### config.mk
export PLATFORM = sky130hd
export DESIGN_NAME = r_peak_heart_rate_detector
export DESIGN_NICKNAME = d
export VERILOG_FILES = /design/src/sv/rpk_pkg.sv /design/src/sv/rpk_front.sv /design/src/sv/rpk_queue.sv /design/src/sv/rpk_back.sv /design/src/sv/r_peak_heart_rate_detector.sv
export SDC_FILE = /design/constraint.sdc
export NUM_CORES = 1
export LEC_CHECK = 0
export BUFFER_PORTS_ARGS = -buffer_cell sky130_fd_sc_hd__clkbuf_2
export CAP_MARGIN = 15
export CORE_ASPECT_RATIO = 0.9
export CORE_MARGIN = 2
export CORE_UTILIZATION = 30
export CTS_BUF_LIST = sky130_fd_sc_hd__clkbuf_8
export DETAILED_ROUTE_END_ITERATION = 12
export PLACE_DENSITY = 0.44
export SLEW_MARGIN = 20
export SYNTH_ARGS = -nofsm -noshare
export SYNTH_HDL_FRONTEND = slang
export SYNTH_SLANG_ARGS = --single-unit
### constraint.sdc
create_clock -name clk -period 6.35 [get_ports clk]
set_input_delay 0.9525 -clock clk [delete_from_list [all_inputs] [get_ports clk]]
set_output_delay 0.9525 -clock clk [all_outputs]
set_load 0.01 [all_outputs]
### src/sv/rpk_pkg.sv
`timescale 1ns / 1ps
// ----------------------------------------------------------------------------
// R-peak detector package
// Shared widths, register map, reset values, types and the zone compare.
// ----------------------------------------------------------------------------
package rpk_pkg;

	localparam int SAMPLE_W = 16;
	localparam int COUNT_W  = 16;
	localparam int RATE_W   = 16;
	localparam int REFR_W   = 8;

	// Register map: index i sits at byte address 4*i.
	localparam int PADDR_W   = 5;
	localparam int PDATA_W   = 32;
	localparam int REG_IDX_W = 3;

	typedef enum logic [REG_IDX_W-1:0] {
		REG_R_THRESHOLD  = 3'd0,
		REG_REFRACTORY   = 3'd1,
		REG_NUMERATOR    = 3'd2,
		REG_LOW_LIMIT    = 3'd3,
		REG_HIGH_LIMIT   = 3'd4
	} reg_idx_t;

	localparam logic signed [SAMPLE_W-1:0] R_THRESHOLD_RST = 16'sd400;
	localparam logic [REFR_W-1:0]          REFRACTORY_RST  = 8'd25;
	localparam logic [RATE_W-1:0]          NUMERATOR_RST   = 16'd6000;
	localparam logic [RATE_W-1:0]          LOW_LIMIT_RST   = 16'd60;
	localparam logic [RATE_W-1:0]          HIGH_LIMIT_RST  = 16'd80;

	// Depth of the command queue between the classifier and the divider.
	localparam int QUEUE_DEPTH_DEF = 4;

	typedef enum logic [1:0] {
		ZONE_LOW  = 2'd0,
		ZONE_MID  = 2'd1,
		ZONE_HIGH = 2'd2,
		ZONE_EDGE = 2'd3
	} zone_t;

	typedef struct packed {
		logic signed [SAMPLE_W-1:0] r_threshold;
		logic [REFR_W-1:0]          refractory_samples;
		logic [RATE_W-1:0]          rate_numerator;
		logic [RATE_W-1:0]          low_rate_limit;
		logic [RATE_W-1:0]          high_rate_limit;
	} cfg_t;

	// One classified sample on its way to the back end.
	typedef struct packed {
		logic               beat;
		logic [COUNT_W-1:0] count;
	} cmd_t;

	// The tests run in a fixed order, which also settles crossed limits.
	function automatic zone_t zone_of(input logic [RATE_W-1:0] rate,
			input logic [RATE_W-1:0] low, input logic [RATE_W-1:0] high);
		zone_t z;
		if (rate < low) begin
			z = ZONE_LOW;
		end else if (rate > low && rate < high) begin
			z = ZONE_MID;
		end else if (rate > high) begin
			z = ZONE_HIGH;
		end else begin
			z = ZONE_EDGE;
		end
		return z;
	endfunction

endpackage

### src/sv/rpk_front.sv
`timescale 1ns / 1ps
// ----------------------------------------------------------------------------
// R-peak detector front end
// Accepts samples, keeps the interbeat count and classifies beat or no beat.
// ----------------------------------------------------------------------------
module rpk_front (
	input  logic                            clk,
	input  logic                            arst_n,
	input  logic                            s_tvalid,
	output logic                            s_tready,
	input  logic signed [rpk_pkg::SAMPLE_W-1:0] sample,
	input  rpk_pkg::cfg_t                   cfg,
	input  logic                            q_full,
	output logic                            q_push,
	output rpk_pkg::cmd_t                   q_cmd
);

	logic [rpk_pkg::COUNT_W-1:0] count_q;
	logic [rpk_pkg::COUNT_W-1:0] count_inc;
	logic                        is_beat;

	assign s_tready = !q_full;
	assign q_push   = s_tvalid && !q_full;

	// The count saturates at all ones rather than wrapping.
	assign count_inc = (&count_q) ? count_q : count_q + 1'b1;
	assign is_beat   = (sample > cfg.r_threshold) &&
		(count_inc > {{(rpk_pkg::COUNT_W-rpk_pkg::REFR_W){1'b0}}, cfg.refractory_samples});

	assign q_cmd.beat  = is_beat;
	assign q_cmd.count = count_inc;

	always_ff @(posedge clk or negedge arst_n) begin
		if (!arst_n) begin
			count_q <= '0;
		end else if (q_push) begin
			count_q <= is_beat ? '0 : count_inc;
		end
	end

endmodule

### src/sv/rpk_queue.sv
`timescale 1ns / 1ps
// ----------------------------------------------------------------------------
// R-peak detector command queue
// Small first-in first-out buffer that decouples the front and back ends.
// ----------------------------------------------------------------------------
module rpk_queue #(
	parameter int DEPTH = rpk_pkg::QUEUE_DEPTH_DEF
) (
	input  logic          clk,
	input  logic          arst_n,
	input  logic          push,
	input  rpk_pkg::cmd_t wr_cmd,
	input  logic          pop,
	output rpk_pkg::cmd_t rd_cmd,
	output logic          full,
	output logic          empty
);

	localparam int PTR_W = (DEPTH > 1) ? $clog2(DEPTH) : 1;
	localparam int CNT_W = $clog2(DEPTH + 1);
	localparam logic [PTR_W-1:0] LAST_PTR = PTR_W'(DEPTH - 1);
	localparam logic [CNT_W-1:0] FULL_CNT = CNT_W'(DEPTH);

	rpk_pkg::cmd_t    mem [DEPTH];
	logic [PTR_W-1:0] wr_ptr_q;
	logic [PTR_W-1:0] rd_ptr_q;
	logic [CNT_W-1:0] fill_q;

	assign full   = (fill_q == FULL_CNT);
	assign empty  = (fill_q == '0);
	assign rd_cmd = mem[rd_ptr_q];

	always_ff @(posedge clk) begin
		if (push) begin
			mem[wr_ptr_q] <= wr_cmd;
		end
	end

	always_ff @(posedge clk or negedge arst_n) begin
		if (!arst_n) begin
			wr_ptr_q <= '0;
			rd_ptr_q <= '0;
			fill_q   <= '0;
		end else begin
			if (push) begin
				wr_ptr_q <= (wr_ptr_q == LAST_PTR) ? '0 : wr_ptr_q + 1'b1;
			end
			if (pop) begin
				rd_ptr_q <= (rd_ptr_q == LAST_PTR) ? '0 : rd_ptr_q + 1'b1;
			end
			if (push && !pop) begin
				fill_q <= fill_q + 1'b1;
			end else if (pop && !push) begin
				fill_q <= fill_q - 1'b1;
			end
		end
	end

endmodule

### src/sv/rpk_back.sv
`timescale 1ns / 1ps
// ----------------------------------------------------------------------------
// R-peak detector back end
// Runs the rate divide for beats, keeps the rate and drives the result beat.
// ----------------------------------------------------------------------------
module rpk_back (
	input  logic                         clk,
	input  logic                         arst_n,
	input  rpk_pkg::cfg_t                cfg,
	input  logic                         q_empty,
	input  rpk_pkg::cmd_t                q_cmd,
	output logic                         q_pop,
	output logic                         m_tvalid,
	input  logic                         m_tready,
	output logic                         beat_detected,
	output logic [rpk_pkg::RATE_W-1:0]   heart_rate,
	output logic [1:0]                   rate_zone
);

	localparam int STEP_W = $clog2(rpk_pkg::RATE_W);
	localparam logic [STEP_W-1:0] LAST_STEP = STEP_W'(rpk_pkg::RATE_W - 1);

	typedef enum logic [2:0] {
		ST_IDLE = 3'b001,
		ST_DIV  = 3'b010,
		ST_OUT  = 3'b100
	} state_t;

	state_t                      state_q;
	logic [rpk_pkg::RATE_W-1:0]  rate_q;
	logic [rpk_pkg::RATE_W-1:0]  quo_q;
	logic [rpk_pkg::RATE_W-1:0]  rem_q;
	logic [rpk_pkg::COUNT_W-1:0] div_q;
	logic [STEP_W-1:0]           step_q;
	logic                        out_valid_q;
	logic                        out_beat_q;
	logic [rpk_pkg::RATE_W-1:0]  out_rate_q;
	rpk_pkg::zone_t              out_zone_q;

	logic [rpk_pkg::RATE_W:0]    trial;
	logic [rpk_pkg::RATE_W:0]    diff;
	logic                        ge;
	logic [rpk_pkg::RATE_W-1:0]  quo_next;

	// One restoring step: bring in the next numerator bit, subtract if it fits.
	assign trial    = {rem_q, quo_q[rpk_pkg::RATE_W-1]};
	assign ge       = (trial >= {1'b0, div_q});
	assign diff     = trial - {1'b0, div_q};
	assign quo_next = {quo_q[rpk_pkg::RATE_W-2:0], ge};

	assign q_pop = (state_q == ST_IDLE) && !q_empty;

	assign m_tvalid      = out_valid_q;
	assign beat_detected = out_beat_q;
	assign heart_rate    = out_rate_q;
	assign rate_zone     = out_zone_q;

	always_ff @(posedge clk or negedge arst_n) begin
		if (!arst_n) begin
			state_q     <= ST_IDLE;
			rate_q      <= '0;
			out_valid_q <= 1'b0;
			step_q      <= '0;
		end else begin
			case (state_q)
				ST_IDLE: begin
					if (!q_empty) begin
						if (q_cmd.beat) begin
							step_q  <= '0;
							state_q <= ST_DIV;
						end else begin
							out_valid_q <= 1'b1;
							state_q     <= ST_OUT;
						end
					end
				end
				ST_DIV: begin
					step_q <= step_q + 1'b1;
					if (step_q == LAST_STEP) begin
						rate_q      <= quo_next;
						out_valid_q <= 1'b1;
						state_q     <= ST_OUT;
					end
				end
				ST_OUT: begin
					if (m_tready) begin
						out_valid_q <= 1'b0;
						state_q     <= ST_IDLE;
					end
				end
				default: begin
					state_q     <= ST_IDLE;
					out_valid_q <= 1'b0;
				end
			endcase
		end
	end

	always_ff @(posedge clk) begin
		case (state_q)
			ST_IDLE: begin
				quo_q      <= cfg.rate_numerator;
				rem_q      <= '0;
				div_q      <= q_cmd.count;
				out_beat_q <= 1'b0;
				out_rate_q <= rate_q;
				out_zone_q <= rpk_pkg::zone_of(rate_q, cfg.low_rate_limit,
					cfg.high_rate_limit);
			end
			ST_DIV: begin
				quo_q      <= quo_next;
				rem_q      <= ge ? diff[rpk_pkg::RATE_W-1:0] : trial[rpk_pkg::RATE_W-1:0];
				out_beat_q <= 1'b1;
				out_rate_q <= quo_next;
				out_zone_q <= rpk_pkg::zone_of(quo_next, cfg.low_rate_limit,
					cfg.high_rate_limit);
			end
			default: begin
			end
		endcase
	end

	// A result is only shown while the back end is waiting for it to leave.
	a_valid_in_out: assert property (@(posedge clk) disable iff (!arst_n)
		out_valid_q |-> (state_q == ST_OUT))
		else $error("result valid outside the output state");

	// The stored rate only changes when a divide finishes.
	a_rate_hold: assert property (@(posedge clk) disable iff (!arst_n)
		(state_q != ST_DIV) |=> $stable(rate_q))
		else $error("rate changed without a divide");

	// The divide always takes the full number of steps and then presents a beat.
	a_div_done: assert property (@(posedge clk) disable iff (!arst_n)
		(state_q == ST_DIV && step_q == LAST_STEP) |=> (out_valid_q && out_beat_q))
		else $error("divide did not end in a beat result");

	// A beat command never starts a divide by zero.
	a_div_nonzero: assert property (@(posedge clk) disable iff (!arst_n)
		(q_pop && q_cmd.beat) |-> (q_cmd.count != '0))
		else $error("beat command with zero interbeat count");

endmodule

### src/sv/r_peak_heart_rate_detector.sv
`timescale 1ns / 1ps
// ----------------------------------------------------------------------------
// R-peak heart rate detector
// Threshold R-peak detector with refractory period and heart rate zoning.
// ----------------------------------------------------------------------------
// Each input beat carries one band-pass filtered ECG sample and yields exactly
// one result beat holding the beat flag, the latest heart rate and its zone.
// The front end takes a sample, updates the saturating interbeat count at once
// and queues a command, so it keeps accepting samples while the back end is
// busy, up to QUEUE_DEPTH samples ahead. For a sample that is not a beat the
// back end reads the queue with the result load, then waits for the handshake;
// for a beat it first divides the rate numerator by the interbeat count in a
// restoring divider that retires one quotient bit per cycle. Settings are
// written through the APB port at byte address 4*i (threshold, refractory
// length, numerator, low limit, high limit) and must only change while no
// sample is in flight; reads return the stored value.
// ----------------------------------------------------------------------------
module r_peak_heart_rate_detector #(
	parameter int QUEUE_DEPTH = rpk_pkg::QUEUE_DEPTH_DEF
) (
	input  logic                        clk,
	input  logic                        arst_n,
	// APB configuration port.
	input  logic                        psel,
	input  logic                        penable,
	input  logic                        pwrite,
	input  logic [rpk_pkg::PADDR_W-1:0] paddr,
	input  logic [rpk_pkg::PDATA_W-1:0] pwdata,
	output logic [rpk_pkg::PDATA_W-1:0] prdata,
	output logic                        pready,
	// Sample stream in.
	input  logic                        s_tvalid,
	output logic                        s_tready,
	input  logic [15:0]                 s_tdata,   // [15:0] sample
	// Result stream out.
	output logic                        m_tvalid,
	input  logic                        m_tready,
	output logic [23:0]                 m_tdata    // [0] beat_detected,
	                                               // [16:1] heart_rate,
	                                               // [18:17] rate_zone,
	                                               // [23:19] zero
);

	rpk_pkg::cfg_t               cfg_q;
	rpk_pkg::cmd_t               push_cmd;
	rpk_pkg::cmd_t               pop_cmd;
	rpk_pkg::reg_idx_t           reg_idx;
	logic                        q_push;
	logic                        q_pop;
	logic                        q_full;
	logic                        q_empty;
	logic                        cfg_wr;
	logic                        beat_detected;
	logic [rpk_pkg::RATE_W-1:0]  heart_rate;
	logic [1:0]                  rate_zone;

	// Register file. The word index comes from the upper address bits.
	assign pready  = 1'b1;
	assign cfg_wr  = psel && penable && pwrite;
	assign reg_idx = rpk_pkg::reg_idx_t'(paddr[rpk_pkg::PADDR_W-1:2]);

	always_ff @(posedge clk or negedge arst_n) begin
		if (!arst_n) begin
			cfg_q.r_threshold        <= rpk_pkg::R_THRESHOLD_RST;
			cfg_q.refractory_samples <= rpk_pkg::REFRACTORY_RST;
			cfg_q.rate_numerator     <= rpk_pkg::NUMERATOR_RST;
			cfg_q.low_rate_limit     <= rpk_pkg::LOW_LIMIT_RST;
			cfg_q.high_rate_limit    <= rpk_pkg::HIGH_LIMIT_RST;
		end else if (cfg_wr) begin
			case (reg_idx)
				rpk_pkg::REG_R_THRESHOLD: cfg_q.r_threshold        <= pwdata[15:0];
				rpk_pkg::REG_REFRACTORY:  cfg_q.refractory_samples <= pwdata[7:0];
				rpk_pkg::REG_NUMERATOR:   cfg_q.rate_numerator     <= pwdata[15:0];
				rpk_pkg::REG_LOW_LIMIT:   cfg_q.low_rate_limit     <= pwdata[15:0];
				rpk_pkg::REG_HIGH_LIMIT:  cfg_q.high_rate_limit    <= pwdata[15:0];
				default: begin
				end
			endcase
		end
	end

	// Reads sign-extend the threshold and zero-extend the others.
	always_comb begin
		case (reg_idx)
			rpk_pkg::REG_R_THRESHOLD: prdata = {{16{cfg_q.r_threshold[15]}}, cfg_q.r_threshold};
			rpk_pkg::REG_REFRACTORY:  prdata = {24'd0, cfg_q.refractory_samples};
			rpk_pkg::REG_NUMERATOR:   prdata = {16'd0, cfg_q.rate_numerator};
			rpk_pkg::REG_LOW_LIMIT:   prdata = {16'd0, cfg_q.low_rate_limit};
			rpk_pkg::REG_HIGH_LIMIT:  prdata = {16'd0, cfg_q.high_rate_limit};
			default:                  prdata = '0;
		endcase
	end

	// The front end classifies each sample as soon as it arrives.
	rpk_front u_front (
		.clk      (clk),
		.arst_n   (arst_n),
		.s_tvalid (s_tvalid),
		.s_tready (s_tready),
		.sample   (s_tdata),
		.cfg      (cfg_q),
		.q_full   (q_full),
		.q_push   (q_push),
		.q_cmd    (push_cmd)
	);

	// Commands wait here while the divider is busy.
	rpk_queue #(
		.DEPTH (QUEUE_DEPTH)
	) u_queue (
		.clk    (clk),
		.arst_n (arst_n),
		.push   (q_push),
		.wr_cmd (push_cmd),
		.pop    (q_pop),
		.rd_cmd (pop_cmd),
		.full   (q_full),
		.empty  (q_empty)
	);

	// The back end computes the rate on beats and holds the result register.
	rpk_back u_back (
		.clk           (clk),
		.arst_n        (arst_n),
		.cfg           (cfg_q),
		.q_empty       (q_empty),
		.q_cmd         (pop_cmd),
		.q_pop         (q_pop),
		.m_tvalid      (m_tvalid),
		.m_tready      (m_tready),
		.beat_detected (beat_detected),
		.heart_rate    (heart_rate),
		.rate_zone     (rate_zone)
	);

	assign m_tdata = {5'd0, rate_zone, heart_rate, beat_detected};

endmodule
==> qor.csv, run 1 <==
stage;metric;value;unit
outcome;status;complete, no violations;
clock_tree;CTS sink cnt;254;
clock_tree;CTS tree;yes;
layout;area of the multi-input gates;0.00641;sq mm
worst_setup_path;CP Capture Type;flip-flop;
timing;final setup vio count;0;
floorplanning;die area;0.0490;sq mm
detailed_routing;DRT antenna net count;0;
clock_tree;clk slew on worst S/H paths;0.06;ns
yosys;sequential element share of the synthesized area;49.7;%
yosys;Syn Area/Cell;11.3;sq um
worst_setup_path;Critical Path RT;6.69;ns
clock_tree;Post-CTS Setup Repair Bufs;0;
timing;fin crit share;67.9;%
floorplanning;core box area;0.0466;sq mm
layout;Reg area;0.00706;sq mm
placement;DP HPWL;26900;microns
layout;final net count;1518;
timing;RSZ-0062 raised after global routing;false;
global_route;total congestion overflow;0;
worst_setup_path;Crit-path slowest cell;nor2_1;
worst_setup_path;sequence of cells on the critical path;inv_1, ha_1, nor2b_1, o211ai_1, a31oi_1, o311ai_1, o211a_1, nor2_1, inv_1, ha_1, nor2b_1, o21a_1, o21ai_0, a221o_1, o211ai_1, o31ai_1, a22o_1;
layout;commonest non-fill, non-tap cells in the layout;155 x nand2_1, 135 x edfxtp_1, 113 x inv_1;
detailed_routing;DR iter-0 viols;552;
global_route;pin count of the biggest net entering global routing;69;
layout;layout cells sized above 1;21.9;%
layout;commonest non-fill, non-tap cell in the layout;nand2_1;
power_and_ir_drop;sw frac;38.8;%
yosys;Synth cell types;80;
layout;Core Util, Final;34.4;%
floorplanning;Die Wd;233;microns
timing;Slew headroom;33.3;%
floorplanning;chip height;210;microns
timing;Max Transition Viols Final;0;
flow_run;Max Cap Violations;0;
worst_setup_path;slowest stage delay, CP;0.48;ns
clock_tree;Worst-Skew Late Latency;0.60;ns
timing;fmax;232;MHz
layout;P&R area growth vs syn;13.1;%
power_and_ir_drop;Tot Pwr;7.25;mW
worst_setup_path;Arr. time, crit path;4.65;ns
global_route;number of global-route vias before repair;9857;
detailed_routing;Via density;4.84;
worst_setup_path;CP Launch Type;flip-flop;
yosys;Cells after Synth;1252;
detailed_routing;DRC viols;0;
yosys;Mapped Area;0.0142;sq mm
clock_tree;# H-tree levels;2;
global_route;All-Layer GR Usage;15.6;%
detailed_routing;Routed WL;37200;microns
power_and_ir_drop;sw power;2.81;mW
worst_setup_path;Max Fanout on Critical Path;13;
floorplanning;row cnt;75;
yosys;Post-synth EDFFs;135;
clock_tree;Max Buffers Root-to-Sink;3;
yosys;predominant post-synthesis flop cell;edfxtp_1;
detailed_routing;Detailed Routing Iterations Pass 1;5;
timing;Tmin final;4.31;ns
yosys;fraction of registers with async set/reset;46.9;%
yosys;FF+latch count, synth;254;
global_route;initial antenna violation count;0;
power_and_ir_drop;logic gate share of total power;40.6;%
timing;setup TNS;0;ns
clock_tree;CTS root buffer;clkbuf_8;
timing;slew of the pin with the lowest slew margin;1.00;ns
timing;Worst Clk Skew;0.0183;ns
timing;endpoints failing hold;0;
placement;GP Congestion;0.799;
power_and_ir_drop;Worst VDD drop;0.000203;V
floorplanning;Initial Util;30.4;%
clock_tree;post-cts resize count;0;
worst_setup_path;worst setup path class;reg -> reg;
placement;Port Buf Inserts;94;
worst_hold_path;HP Class;in -> async;
floorplanning;I/O pin count;119;
power_and_ir_drop;internal power;4.43;mW
timing;final hold slack;0.507;ns
power_and_ir_drop;share of power burned in registers;38.0;%
global_route;first-pass GRT wire length;58700;microns
clock_tree;CTS Buf Count;46;
power_and_ir_drop;pwr dens;451;mW/mm^2
layout;fillers;4689;
yosys;synth warn;0;
clock_tree;hold-fix buffers at CTS;0;
detailed_routing;drt wl/cell;18.6;microns
power_and_ir_drop;Lkg Pwr;7.08;nW
detailed_routing;vias;9656;
power_and_ir_drop;Clock power frac;21.4;%
## state kept, by name (all words and copies together), names as in the netlist
| register | cells |
|---|---|
| u_back.m_tvalid | 1 |
| u_back.rate_zone | 2 |
| u_back.heart_rate | 16 |
| u_back.beat_detected | 1 |
| u_queue.fill_q | 3 |
| cfg_q | 72 |
| u_queue.wr_ptr_q | 2 |
| u_back.quo_q | 16 |
| u_front.count_q | 16 |
| u_queue.mem | 68 |
| u_back.rem_q | 16 |
| u_back.div_q | 16 |
| u_back.step_q | 4 |
| u_queue.rd_ptr_q | 2 |
| u_back.state_q | 3 |
| u_back.rate_q | 16 |
## synthesized netlist by cell type (25+ instances only)
master | number | area share, %
ha_1 | 112 | 9.9
mux2_2 | 76 | 6.0
edfxtp_1 | 135 | 29
inv_1 | 92 | 2.4
nand2_1 | 155 | 4.1
o22ai_1 | 26 | 1.1
nor2_1 | 51 | 1.3
nand3_1 | 29 | 1.0
dfrtp_1 | 99 | 17
o21ai_0 | 58 | 2.0
a21oi_1 | 50 | 1.8
buf_4 | 25 | 1.3
clkbuf_1 | 25 | 0.66
## cell type report
| type | instances | area share (%) |
|---|---|---|
| Multi-Input combinational cell | 845 | 40.0 |
| Tap cell | 616 | 4.80 |
| Timing Repair Buffer | 104 | 3.41 |
| Antenna cell | 1 | 0.0156 |
| Clock inverter | 31 | 1.13 |
| Inverter | 93 | 2.17 |
| Sequential cell | 254 | 44.0 |
| Clock buffer | 53 | 4.54 |
## worst max-delay path: cells and delay by family, from the launching register on
family	cells	cell delay, ns
AOI/OAI and AO/OA	10	2.11
and+or+nand+nor	3	0.77
DFF	1	0.38
buffers and inverters	2	0.25
adders and majority gates	2	0.53
## path summary, 6_finish.rpt
| kind | start | endpoint | slack, ns | cells past startpoint |
|---|---|---|---|---|
| max in group asynchronous | arst_n | cfg_q[11]$_DFFE_PN0P_ | 4.46 | 2 |
| min in group clk | cfg_q[7]$_DFFE_PN0P_ | cfg_q[7]$_DFFE_PN0P_ | 0.51 | 1 |
| min reg2reg | cfg_q[7]$_DFFE_PN0P_ | cfg_q[7]$_DFFE_PN0P_ | 0.51 | 1 |
| max | u_back.div_q[1]$_DFFE_PP_ | u_back.rate_zone[0]$_DFFE_PN_ | 2.04 | 17 |
| max reg2reg | u_back.div_q[1]$_DFFE_PP_ | u_back.rate_zone[0]$_DFFE_PN_ | 2.04 | 17 |
| min | arst_n | cfg_q[66]$_DFFE_PN0P_ | 0.51 | 1 |
## through the flow
stage / instance area [sq um] / setup slack, ns / instances
2_1_floorplan: 14200 / 1.46 / 1256
3_3_place_gp: 15100 / 2.00 / 1912
3_5_place_dp: 15100 / 2.03 / 1912
4_1_cts: 16000 / 2.00 / 1996
5_1_grt: 16000 / 1.69 / 1996
6_report: 16100 / 2.04 / 1997
## layer usage
| layer | part of all wire [%] | global-route usage, % |
|---|---|---|
| met3 | 3.6 | 2.49 |
| met5 | 0 | 0 |
| met2 | 39 | 21.3 |
| met4 | 2.4 | 4.99 |
| met1 | 55 | 24.8 |
## power groups by stage
stage,Combinational (mW),Sequential [mW],Clock [mW]
2_1_floorplan,2.16,2.68,0
3_3_place_gp,2.95,2.77,0
3_5_place_dp,2.97,2.78,0
4_1_cts,2.99,2.76,1.61
5_1_grt,3.34,2.82,1.68
6_report,2.94,2.75,1.55
## logic make-up after synthesis
group           Yosys count  share of synthesized area, %
simple gates            338                          11.5
flops                   254                          49.7
compound gates          248                          11.5
buf+inv                 157                          5.31
fa+ha+maj               114                          10.2
mux                     113                          10.1
xor+xnor                 26                          1.61
other cells               2                        0.0529
(Power assumes the default switching activity.)
==> run 2, diff against run 1 <==
- PLACE_DENSITY: 0.44 -> 0.45
- clock period: 6.35 -> 3.5 ns (I/O delays scaled with it)
==> run 2 against run 1 <==
Effect of this change:
- largest cell class unchanged
- clock power up 73%
- global-route usage up 0.24 points
- highest routed layer unchanged
- non-clock buffer count up 74
- die area unchanged
- sequential power up 79%
- routed wire length up 2.5%
- critical path type unchanged
==> qor.csv, run 2 (synthesis gave the netlist of run 1 again) <==
stage;metric;value;unit
worst_setup_path;Critical Path RT;3.82;ns
layout;most flop-heavy register;cfg_q;
timing;final setup vio count;0;
placement;DP HPWL;28200;microns
power_and_ir_drop;Worst VDD drop;0.000338;V
timing;endpoints failing hold;0;
floorplanning;Die Wd;233;microns
power_and_ir_drop;pwr dens;827;mW/mm^2
global_route;All-Layer GR Usage;15.9;%
floorplanning;die area;0.0490;sq mm
layout;biggest regs;cfg_q x72, u_queue.mem x68;
timing;RSZ-0062 raised after global routing;true;
worst_setup_path;Critical path origin;u_back.rem_q[0]$_SDFFCE_PN0N_;
global_route;first-pass GRT wire length;59600;microns
clock_tree;CTS root buffer;clkbuf_8;
timing;final worst slack;0.0298;ns
timing;fin crit share;99.1;%
power_and_ir_drop;internal power;8.46;mW
timing;final hold slack;0.186;ns
clock_tree;CTS Buf Count;47;
detailed_routing;DR iter-0 viols;555;
worst_setup_path;CP Launch Type;flip-flop;
power_and_ir_drop;Tot Pwr;13.8;mW
timing;Slew headroom;38.1;%
detailed_routing;Routed WL;38100;microns
power_and_ir_drop;Lkg Pwr;7.43;nW
layout;commonest non-fill, non-tap cells in the layout;153 x nand2_1, 135 x edfxtp_1, 111 x ha_1;
timing;fmax;288;MHz
floorplanning;Initial Util;30.4;%
worst_setup_path;Max Fanout on Critical Path;3;
floorplanning;chip height;210;microns
floorplanning;core box area;0.0466;sq mm
clock_tree;clk slew on worst S/H paths;0.06;ns
worst_hold_path;min-delay src;pwdata[7];
global_route;initial antenna violation count;0;
floorplanning;row cnt;75;
detailed_routing;drt wl/cell;18.4;microns
global_route;pin count of the biggest net entering global routing;53;
layout;layout cells sized above 1;26.7;%
detailed_routing;DRC viols;0;
clock_tree;Max Buffers Root-to-Sink;3;
layout;final net count;1593;
global_route;total congestion overflow;0;
placement;GP Congestion;0.812;
detailed_routing;DRT antenna net count;0;
placement;DP Area;0.0156;sq mm
power_and_ir_drop;sw frac;38.7;%
layout;# diodes;0;
clock_tree;CTS tree;yes;
timing;slew of the pin with the lowest slew margin;0.929;ns
detailed_routing;vias;10100;
clock_tree;CTS sink cnt;254;
layout;Largest register FFs;72;
layout;Core Util, Final;35.8;%
worst_setup_path;R2R Path End;u_back.rate_zone[1]$_DFFE_PN_;
clock_tree;Worst-Skew Late Latency;0.62;ns
detailed_routing;Via density;4.85;
worst_setup_path;R2R depth;16;
layout;P&R area growth vs syn;17.7;%
layout;commonest non-fill, non-tap cell in the layout;nand2_1;
worst_setup_path;worst setup path class;reg -> reg;
outcome;status;complete, no violations;
worst_hold_path;Min-Delay Path Depth;3;
timing;Max Transition Viols Final;0;
detailed_routing;Detailed Routing Iterations Pass 1;5;
placement;Placement Setup Slack;-0.0538;ns
timing;Worst Clk Skew;0.0497;ns
worst_hold_path;Hold Path End;cfg_q[63]$_DFFE_PN1P_;
power_and_ir_drop;share of power burned in registers;35.6;%
floorplanning;I/O pin count;119;
flow_run;Max Cap Violations;0;
worst_hold_path;HP Class;in -> reg;
timing;Tmin final;3.47;ns
worst_setup_path;worst reg-to-reg setup slack;0.03;ns
worst_setup_path;worst r2r src;u_back.rem_q[0]$_SDFFCE_PN0N_;
clock_tree;# H-tree levels;2;
placement;Port Buf Inserts;94;
power_and_ir_drop;Clock power frac;19.4;%
layout;Final Cell Area;0.0167;sq mm
worst_setup_path;CP Capture Type;flip-flop;
global_route;number of global-route vias before repair;10100;
power_and_ir_drop;sw power;5.34;mW
power_and_ir_drop;logic gate share of total power;45.0;%
layout;fillers;4657;
worst_setup_path;Arr. time, crit path;3.79;ns
run 2: changes by cell type in the layout (fill, tap and decap cells not counted), sizes merged:
| cell | change |
|---|---|
| bufinv | -2 |
| clkinvlp | +1 |
| dlygate4sd3 | +1 |
| inv | -2 |
| buf | +73 |
| diode | -1 |
| clkinv | +6 |
run 2: power groups by stage:
stage               registers, mW  logic (mW)  clock network (mW)
floorplan                    4.85        3.92                   0
global placement             4.94        5.89                   0
detailed placement           4.97        5.95                   0
CTS                          4.92        6.07                2.80
global route                 5.03        6.94                2.92
finish                       4.92        6.21                2.68
run 2: area by class of cell:
cell class,instances,area [sq um],share of cell area (%)
clock buffer,53,729,4.37
clock inverter,34,148,0.884
timing repair buffer,178,1130,6.80
inverter,93,349,2.09
sequential,254,7060,42.3
multi-input combinational,845,6500,39.0
tap,616,771,4.62
run 2: stage by stage:
stage	cells	setup TNS, ns
final	2073	0
after detailed placement	1977	-0.0966
after floorplan	1256	0
after CTS	2067	0
after global placement	1977	-0.0698
after global routing	2073	-0.326
run 2: how the worst max path moves through the flow:
stage	end	slack, ns
floorplan	u_back.m_tvalid$_DFFE_PN0P_	0.07
global placement	u_back.rate_zone[0]$_DFFE_PN_	-0.05
detailed placement	u_back.rate_zone[1]$_DFFE_PN_	-0.05
CTS	u_front.count_q[5]$_DFFE_PN0P_	0.03
global route	u_back.rate_zone[1]$_DFFE_PN_	-0.16
finish	u_back.rate_zone[1]$_DFFE_PN_	0.03
run 2: layer usage:
layer  vias to the layer above  track usage (%)  part of all wire, %
met5                         -                0                    0
li1                       4913                -                    -
met2                       172             22.6                   42
met3                        51             2.39                  3.4
met1                      4925             24.6                   53
met4                         0             4.55                  1.9
run 2: critical path, stage by stage (launching register included):
cell and delay, ns:
edfxtp_1 0.40, ha_1 0.33, nor2b_4 0.13, o211ai_1 0.26
a31oi_2 0.16, o311ai_2 0.33, o211a_1 0.26, nor2_4 0.06
inv_2 0.10, ha_4 0.12, nor2b_1 0.04, o21a_1 0.16
o21a_1 0.17, o211ai_1 0.17, a31oi_1 0.10, o21a_1 0.19
a22o_1 0.19
run 2: repair_timing:
| item | in CTS | in global routing |
|---|---|---|
| setup endpoints to repair | 11 | 18 |
| gates resized for setup | 4 | 17 |
| cloned | 0 | 0 |
| setup buffers | 2 | 6 |
| hold buffers | 1 | 0 |
| pin swaps | 4 | 13 |
| endpoints found under the hold margin | 38 | 0 |
